### src/hdl/fp2h_pkg.sv
// ---------------------------------------------------------------------------
// fp2h_pkg: shared constants and conversion function for the pair packer
// Holds the binary32 to binary16 conversion used for both lanes.
// ---------------------------------------------------------------------------
package fp2h_pkg;

  localparam logic [30:0] SGL_EXP_ALL_ONES = 31'h7f800000;
  localparam logic [15:0] HALF_QNAN        = 16'h7e00;
  localparam logic [15:0] HALF_INF         = 16'h7c00;
  localparam logic [23:0] SGL_HIDDEN       = 24'h800000;
  localparam logic [23:0] ROUND_HALF       = 24'h001000;
  localparam logic [10:0] HALF_MANT_CARRY  = 11'h400;
  localparam int          SGL_BIAS         = 127;
  localparam int          HALF_BIAS        = 15;
  localparam logic [9:0]  EXP_OFFSET       = 10'(SGL_BIAS - HALF_BIAS);

  typedef logic [15:0] half_t;

  // Convert one raw single to half; round half up in magnitude.
  function automatic half_t single_to_half(input logic [31:0] word);
    logic [15:0] sgn;
    logic [30:0] mag;
    logic [9:0]  e;      // rebased exponent, two's complement
    logic [4:0]  shamt;  // 1..11 in the subnormal range
    logic [23:0] sig;
    logic [23:0] sub;
    logic [24:0] sum;
    logic [10:0] m;
    logic [4:0]  he;
    half_t       res;
    sgn   = {word[31], 15'd0};
    mag   = word[30:0];
    e     = {2'b00, mag[30:23]} - EXP_OFFSET;
    sig   = SGL_HIDDEN | {1'b0, mag[22:0]};
    shamt = 5'd1 - e[4:0];
    sub   = sig >> shamt;
    sum   = {1'b0, sub} + {1'b0, ROUND_HALF};
    m     = 11'(({1'b0, mag[22:0]} + {1'b0, ROUND_HALF}) >> 13);
    he    = e[4:0];
    if (mag >= SGL_EXP_ALL_ONES) begin
      res = sgn | ((mag > SGL_EXP_ALL_ONES) ? HALF_QNAN : HALF_INF);
    end else if (e[9] || e == 10'd0) begin
      // subnormal range or underflow to signed zero
      if ($signed(e) < -10) res = sgn;
      else res = sgn | 16'(sum >> 13);
    end else if (e >= 10'd31) begin
      res = sgn | HALF_INF;
    end else if (m == HALF_MANT_CARRY) begin
      // mantissa carry bumps the exponent
      if (he == 5'd30) res = sgn | HALF_INF;
      else res = sgn | {1'b0, he + 5'd1, 10'd0};
    end else begin
      res = sgn | {1'b0, he, m[9:0]};
    end
    return res;
  endfunction

endpackage

### src/hdl/float_pair_to_half_pack_unit.sv
// ---------------------------------------------------------------------------
// float_pair_to_half_pack_unit: two singles in, one packed half pair out
// Input register, single conversion pass, output register.
// ---------------------------------------------------------------------------
// Usage:
//   Input channel in_valid/in_ready carries first_single and second_single.
//   Output channel out_valid/out_ready carries packed_halves, with the first
//   converted value in bits 15:0 and the second in bits 31:16.
//   The input register takes the pair, then its conversion loads the result
//   register; out_valid rises once the result register holds the pair.
//   Throughput: one pair per cycle while out_ready is high; each stage is
//   one conversion deep.
//   Stall: when out_ready is low the pipeline holds; a stage accepts new data
//   whenever it is empty or the stage after it moves, so in_ready only drops
//   when both stages are full and the receiver stalls.
//   Reset: rst_n low clears both valid flags; no results are pending.
//   NaN gives signed quiet NaN, overflow gives infinity, inputs that are
//   subnormal flush to signed zero, ties round up in magnitude.
// ---------------------------------------------------------------------------
module float_pair_to_half_pack_unit (
  input  logic        clk,
  input  logic        rst_n,
  input  logic        in_valid,
  output logic        in_ready,
  input  logic [31:0] in_first_single,
  input  logic [31:0] in_second_single,
  output logic        out_valid,
  input  logic        out_ready,
  output logic [31:0] out_packed_halves
);

  logic        s1_valid_r;
  logic [31:0] s1_first_r;
  logic [31:0] s1_second_r;
  logic        s2_valid_r;
  logic [31:0] s2_data_r;
  logic        s2_ready;
  logic [31:0] s2_data_nxt;

  // stage handshakes
  assign s2_ready = !s2_valid_r || out_ready;
  assign in_ready = !s1_valid_r || s2_ready;

  // conversion of both lanes
  assign s2_data_nxt = {fp2h_pkg::single_to_half(s1_second_r),
                        fp2h_pkg::single_to_half(s1_first_r)};

  // input register
  always_ff @(posedge clk) begin
    if (!rst_n) begin
      s1_valid_r <= 1'b0;
    end else if (in_ready) begin
      s1_valid_r <= in_valid;
    end
    if (in_ready && in_valid) begin
      s1_first_r  <= in_first_single;
      s1_second_r <= in_second_single;
    end
  end

  // result register
  always_ff @(posedge clk) begin
    if (!rst_n) begin
      s2_valid_r <= 1'b0;
    end else if (s2_ready) begin
      s2_valid_r <= s1_valid_r;
    end
    if (s2_ready && s1_valid_r) begin
      s2_data_r <= s2_data_nxt;
    end
  end

  assign out_valid         = s2_valid_r;
  assign out_packed_halves = s2_data_r;

`ifndef SYNTHESIS
  a_hold: assert property (@(posedge clk) disable iff (!rst_n)
    (out_valid && !out_ready) |=> (out_valid && $stable(out_packed_halves)))
    else $error("result changed while stalled");
  a_ready: assert property (@(posedge clk) disable iff (!rst_n)
    !in_ready |-> (s1_valid_r && s2_valid_r && !out_ready))
    else $error("input stalled without full pipeline");
  a_move: assert property (@(posedge clk) disable iff (!rst_n)
    (s1_valid_r && s2_ready) |=> s2_valid_r)
    else $error("stage one transfer lost");
`endif

endmodule

### config.mk
export PLATFORM = sky130hd
export DESIGN_NAME = float_pair_to_half_pack_unit
export DESIGN_NICKNAME = d
export VERILOG_FILES = /design/src/hdl/fp2h_pkg.sv /design/src/hdl/float_pair_to_half_pack_unit.sv
export SDC_FILE = /design/constraint.sdc
export NUM_CORES = 1
export LEC_CHECK = 0
export BUFFER_PORTS_ARGS = -buffer_cell sky130_fd_sc_hd__buf_2
export CORE_ASPECT_RATIO = 0.7
export CORE_MARGIN = 4
export CORE_UTILIZATION = 47
export DETAILED_ROUTE_END_ITERATION = 10
export PLACE_DENSITY_LB_ADDON = 0.2
export SETUP_SLACK_MARGIN = 0.4
export SYNTH_ARGS = -nofsm -noshare
export SYNTH_HDL_FRONTEND = slang
export SYNTH_SLANG_ARGS = --single-unit
export TNS_END_PERCENT = 10
### constraint.sdc
create_clock -name clk -period 3.5 [get_ports clk]
set_clock_uncertainty 0.05 [all_clocks]
set_input_delay 0.7 -clock clk [delete_from_list [all_inputs] [get_ports clk]]
set_output_delay 0.7 -clock clk [all_outputs]
set_load 0.05 [all_outputs]
==> summary.md, run 1 <==
| Metric | Value |
|---|---|
| Status | completed |
| Worst hold slack | 0.389 ns |
| Setup TNS | 0 ns |
| RSZ-0062 raised after global routing | true |
| Number of fill cells in the layout | 1110 |
| CP delay by family, top | compound AO/OA/AOI/OAI gates |
| R2R cell count | 11 |
| Post-synth top flop | edfxtp_1 |
| Clock sink count | 98 |
| Area Growth Syn to Fin | 20.3% |
| Critical R2R Capture | out_packed_halves[25] |
| Worst path depth | 11 |
| Avg Vias per Cell | 5.90 |
| MaxCap Viol Count | 0 |
| Cts hold-fix bufs | 0 |
| Final Cycle Share | 85.6% |
| Total CTS buffers | 9 |
| WL per Instance | 19.9 um |
| Max incr delay on CP | between 0.4 and 0.5 ns |
| PortBufs | slightly above 100 |
| Die H | 105 um |
| Worst-Margin Slew | 0.963 ns |
| Initial DRC Count | 430 |
| Initial antenna violation count | 0 |
| Asr flop ratio synth | 0% |
| Synthesized area | 6310 um2 |
| GRT Util Overall | a little over a fifth |
| H-tree levels | 3 |
| Setup crit start kind | flop |
| Diode count | 0 |
| Core ar. | roughly 13000 um2 |
| Dpl hpwl | 12700 um |
| Crit path cell chain | inv_2 -> ha_4 -> xor2_2 -> and3_1 -> o31a_1 -> ha_1 -> inv_1 -> a211o_4 -> nor3_4 -> nand2_1 -> a311o_1 |
| Final hold violation count | 0 |
| Final slew viol count | 0 |
| Die width | 146 um |
| Pin count of the biggest net entering global routing | 36 |
| Final Util | 57.8% |
| Synth Register Bits | 98 |
| Mapped Nets | 650 |
| CP Class | reg2reg |
| Synth cell types | 78 |
| Post-layout minimum cycle time | roughly 3 ns |
| Global-route wire length before repair | 26400 um |
| Critical Path RT | 3.56 ns |
| Clock latency on the worst-skew pair | approximately 0.36 ns |
| Clock transition at path regs | 0.08 ns |
| ANT nets after route | 0 |
| Post-synth EDFFs | 96 |
| Die area | 15400 um2 |
| Critical Path AT | 3.05 ns |
| Endpoints failing setup | 0 |
| Row count | 35 |
| CTS max path bufs | 2 |
| Peak supply drop | around 0.31 mV |
| CTS tree | done |
| Max Freq | between 300 and 400 MHz |
| Max_slew headroom | 35.7% |
| Via count | ~5100 |
| Placed insts | 823 |
| Vias in the first global route | approximately 4800 |
| Seq/Total Area, Yosys | 46.3% |
| Ys Warns | 0 |
| Drt total wl | 17100 um |
| I/O pins | 102 |
| Cell Count, Final, Fillers Out | 861 |
| Critical path launch point | s1_second_r[24] |
| Root Driver | clkbuf_16 |
| Leak | ~2.9 nW |
| RR Startpoint | s1_second_r[24] |
| Post-Synthesis Cells | 558 |
| Max FO, Critical Path | 7 |
| Starting Density | 48.0% |
| Remaining global-route overflow | 0 |
| Post-layout nets | about 780 |
| Slack of the worst reg-to-reg path | 0.51 ns |
| Final Wtd Congestion | 0.925 |
| Slowest cell on crit path | edfxtp_1 |
| First-pass iteration count of the detailed router | 5 |
| Power Dens Cells | approximately 420 nW/um2 |
| # DRC | 0 |
| Share of layout cells above drive strength 1 | between 30% and 40% |
| CP endpoint | out_packed_halves[25] |
| Setup crit end kind | flop |
| Crit path buf inv count | 2 |
| Avg Inst Size Synth | 11.3 um2 |
| Worst min-delay path class | reg2reg |
[final cells by class]
type	instances	area (um2)	share of cell area, %
multi-input combinational	414	3220	42.4
clock inverter	7	95.1	1.25
inverter	24	92.6	1.22
tap	166	208	2.74
sequential	98	2920	38.5
clock buffer	9	225	2.97
timing repair buffer	143	828	10.9
[through the flow]
stage / area, um2 / setup WS (ns) / power, mW
6_report: 7590 / 0.505 / 3.16
5_1_grt: 7590 / 0.333 / 3.28
4_1_cts: 7400 / 0.351 / 3.14
3_5_place_dp: 7030 / 0.250 / 2.07
3_3_place_gp: 7030 / 0.365 / 2.06
2_1_floorplan: 6340 / 0.315 / 1.88
[registers in the layout, indices dropped and copies added, names as in the netlist]
| name | cells |
|---|---|
| out_valid | 1 |
| s1_second_r | 32 |
| out_packed_halves | 32 |
| s1_first_r | 32 |
| s1_valid_r | 1 |
[layer usage]
| metal | GRT usage [%] | vias to the layer above | part of all wire [%] |
|---|---|---|---|
| li1 | - | 2414 | - |
| met1 | 35.2 | 2428 | 52 |
| met2 | 27.3 | 221 | 38 |
| met3 | 8.02 | 20 | 9.5 |
| met4 | 4.90 | 0 | 1.3 |
| met5 | 0 | - | 0 |
[what timing repair did]
item | CTS | global route
buffers inserted | 5 | 17
hold endpoints to repair | 0 | 0
resized for setup | 2 | 16
gates cloned | 0 | 0
endpoints found under the setup margin | 12 | 16
pin swaps | 0 | 5
[worst register-to-register path, cell delays in order, from the launching register on]
cell and delay [ns]:
edfxtp_1 0.43, inv_2 0.14, ha_4 0.20, xor2_2 0.36, and3_1 0.24, o31a_1 0.21, ha_1 0.18, inv_1 0.07
a211o_4 0.30, nor3_4 0.16, nand2_1 0.07, a311o_1 0.34
[how the worst min path moves through the flow]
stage,startpoint,end,cells past startpoint
6_report,s1_first_r[31],out_packed_halves[15],0
5_1_grt,s1_second_r[31],out_packed_halves[31],0
4_1_cts,s1_first_r[31],out_packed_halves[15],0
3_5_place_dp,s1_first_r[31],out_packed_halves[15],0
3_3_place_gp,s1_second_r[31],out_packed_halves[31],0
2_1_floorplan,s1_first_r[31],out_packed_halves[15],0
[synth_stat cells (all sizes together) (3+ instances only)]
master	n	share of area (%)
nor3	20	2.0
and2	5	0.54
nand2b	7	0.69
and2b	3	0.42
mux2i	16	2.5
nand3	23	1.9
a31oi	5	0.50
inv	23	1.4
mux2	9	1.6
nor2	26	1.5
xor2	21	2.9
ha	24	4.8
a21oi	12	0.95
nor3b	6	0.71
or3	5	0.50
a211oi	4	0.56
a22oi	4	0.48
o211ai	7	0.83
o22ai	28	2.9
and3	9	0.89
a21boi	3	0.36
or2	4	0.40
xnor2	23	3.2
nor4	14	1.8
nand4	9	0.99
o21a	4	0.48
edfxtp	96	46
mux4	10	3.9
nand2	47	2.8
nor2b	10	0.99
buf	10	1.1
o21ai	18	1.4
clkbuf	12	1.7
[power breakdown]
part,switching (mW),leakage [nW],internal [mW]
registers,0.0587,0.940,1.37
logic,0.398,1.79,0.259
clock network,0.494,0.157,0.576
[cell usage in the layout, fill, tap and decap left out, types with 21 or more instances in the layout]
cell	Yosys	final
xnor2_1	23	23
buf_2	6	101
inv_1	22	21
nor2_1	26	26
ha_1	24	22
edfxtp_1	96	96
buf_4	2	41
nand2_1	47	47
o22ai_1	27	27
nand3_1	22	21
[logic make-up (layout without fill, tap and decap cells)]
group / count (synthesis) / in the layout / synth area share, %
buffers and inverters: 46 / 183 / 4.20
and+or+nand+nor: 203 / 203 / 18.4
adders and majority gates: 24 / 24 / 4.76
xor gates and xnor gates: 44 / 44 / 6.11
DFF: 98 / 98 / 46.3
AOI/OAI and AO/OA: 108 / 108 / 12.1
muxes: 35 / 35 / 8.01
(Power assumes the default switching activity.)
==> inputs of run 2 (changes only) <==
BUFFER_PORTS_ARGS = unset   (was -buffer_cell sky130_fd_sc_hd__buf_2)
DONT_BUFFER_PORTS = 1   (was unset)
==> summary.md, run 2 (same netlist as run 1, synthesis figures left out) <==
| Metric | Value |
|---|---|
| Global-route wire length before repair | 25100 um (-5.0%) |
| Final Wtd Congestion | 0.905 (-2.2%) |
| Final slew viol count | 0 (unchanged) |
| Max Freq | 325 MHz (-2.7%) |
| Post-layout minimum cycle time | 3.08 ns (+0.0844 ns) |
| Setup crit start kind | flop |
| Max FO, Critical Path | 11 (+4) |
| Cts hold-fix bufs | 0 (unchanged) |
| GRT Util Overall | 20.9% (-1.0 points) |
| Share of layout cells above drive strength 1 | 16.5% (-15 points) |
| Most common cell after layout, fill and taps aside | edfxtp_1 |
| Slowest cell on crit path | mux4_1 |
| Peak supply drop | 0.290 mV (-5.3%) |
| Max incr delay on CP | 0.62 ns (+0.19 ns) |
| Final Cycle Share | 88.0% (+2.4 points) |
| MaxCap Viol Count | 0 (unchanged) |
| CTS max path bufs | 2 (unchanged) |
| Remaining global-route overflow | 0 (unchanged) |
| Total CTS buffers | 9 (unchanged) |
| PortBufs | 0 (-100%) |
| Number of fill cells in the layout | 1189 (+7.1%) |
| I/O pins | 102 (unchanged) |
| Worst-Margin Slew | 0.973 ns (+0.0100 ns) |
| # DRC | 0 (unchanged) |
| Hold_sp | s1_second_r[31] |
| Dpl hpwl | 12200 um (-3.5%) |
| Setup crit end kind | flop |
| Leak | 2.36 nW (-18%) |
| Status | completed |
| Die H | 105 um (unchanged) |
| H-tree levels | 3 (unchanged) |
| Critical Path AT | 3.12 ns (+0.07 ns) |
| Placed insts | 721 (-12%) |
| Endpoints failing setup | 0 (unchanged) |
| CP Class | reg2reg |
| Via count | 4643 (-8.7%) |
| RR Startpoint | s1_first_r[25] |
| WL per Instance | 21.5 um (+8.4%) |
| CP delay by family, top | multiplexers |
| ANT nets after route | 0 (unchanged) |
| Worst min-delay path class | reg2reg |
| Avg Vias per Cell | 6.27 (+6.1%) |
| Vias in the first global route | 4403 (-8.1%) |
| Post-layout nets | 662 (-15%) |
| Critical Path RT | 3.54 ns (-0.02 ns) |
| Die width | 146 um (unchanged) |
| Area Growth Syn to Fin | 9.06% |
| Crit path cell chain | inv_1 -> ha_2 -> mux4_1 -> mux2i_2 -> nand2_1 -> and2_1 -> and4bb_2 -> xor2_1 -> o22ai_1 |
| Clock latency on the worst-skew pair | 0.34 ns (-0.02 ns) |
| Starting Density | 48.0% (unchanged) |
| Clock sink count | 98 (unchanged) |
| RSZ-0062 raised after global routing | true |
| Row count | 35 (unchanged) |
| Die area | 15400 um2 (unchanged) |
| Cell Count, Final, Fillers Out | 741 (-14%) |
| Power Dens Cells | 427 nW/um2 (+2.7%) |
| Max_slew headroom | 35.0% (-0.67 points) |
| Diode count | 0 (unchanged) |
| Initial DRC Count | 444 (+3.3%) |
| Pin count of the biggest net entering global routing | 42 (+17%) |
| First-pass iteration count of the detailed router | 6 (+1) |
| Commonest non-fill, non-tap cells in the layout | 96 x edfxtp_1, 47 x nand2_1, 27 x o22ai_1, 26 x nor2_1, 23 x xnor2_1 |
| Root Driver | clkbuf_16 |
| Crit path buf inv count | 1 (-1) |
| Critical path launch point | s1_first_r[25] |
| Clock transition at path regs | 0.07 ns (about the same) |
| CTS tree | done |
| Setup TNS | 0 ns (unchanged) |
| Core ar. | 13100 um2 (unchanged) |
| Initial antenna violation count | 1 (+1) |
| Drt total wl | 15900 um (-6.7%) |
| Final hold violation count | 0 (unchanged) |
[run 2: cell count changes in the layout (fill, tap and decap cells not counted), sizes merged]
cell and delta:
buf -120, clkinv -2, clkinvlp +2, bufinv -1, clkbuf +1
[run 2: worst paths after layout]
path | end | slack (ns) | cells after the start
hold reg to reg | out_packed_halves[31] | 0.38 | 0
setup / recovery | out_packed_halves[9] | 0.42 | 9
hold / removal | out_packed_halves[31] | 0.38 | 0
setup reg to reg | out_packed_halves[9] | 0.42 | 9
[run 2: layout make-up]
class                   instances  area [um2]  area share, %
well taps                     166         208           3.02
repair buffers                 23         198           2.87
clock inverters                 6        48.8          0.709
inverters                      24        92.6           1.35
flip-flops and latches         98        2920           42.5
multi-input cells             414        3180           46.2
clock buffers                  10         229           3.33
[run 2: metal layers]
layer / global-route usage [%] / routed length, um / up-vias
met5: 0 / 7 / -
met2: 25.5 / 5810 / 224
met3: 6.98 / 1530 / 14
li1: - / - / 2166
met4: 3.76 / 126 / 2
met1: 35.0 / 8470 / 2237
[run 2: worst register-to-register path: stages (launching register included)]
cell,delay (ns)
edfxtp_1,0.47
inv_1,0.10
ha_2,0.48
mux4_1,0.62
mux2i_2,0.29
nand2_1,0.12
and2_1,0.20
and4bb_2,0.24
xor2_1,0.16
o22ai_1,0.09
[run 2: what timing repair did]
action                     in CTS  in global routing
setup endpoints to repair       7                 17
setup buffers                   0                  4
gates resized for setup         4                  5
[run 2: through the flow]
| stage | util (%) | cell area, um2 | power (mW) | hold WS [ns] | setup WS [ns] |
|---|---|---|---|---|---|
| floorplan | - | 6340 | 1.88 | 0.350 | 0.315 |
| global placement | 49.7 | 6530 | 2.01 | 0.358 | 0.378 |
| detailed placement | 49.7 | 6530 | 2.01 | 0.368 | 0.282 |
| CTS | 51.9 | 6820 | 2.96 | 0.379 | 0.370 |
| global route | 52.4 | 6880 | 3.07 | 0.379 | 0.273 |
| finish | 52.4 | 6880 | 2.94 | 0.376 | 0.421 |
[run 2: report_power, final]
part / leakage (nW) / switching, mW / internal (mW) / total [mW]
clock: 0.131 / 0.439 / 0.491 / 0.930
sequential: 0.940 / 0.141 / 1.38 / 1.52
combinational: 1.29 / 0.292 / 0.201 / 0.493
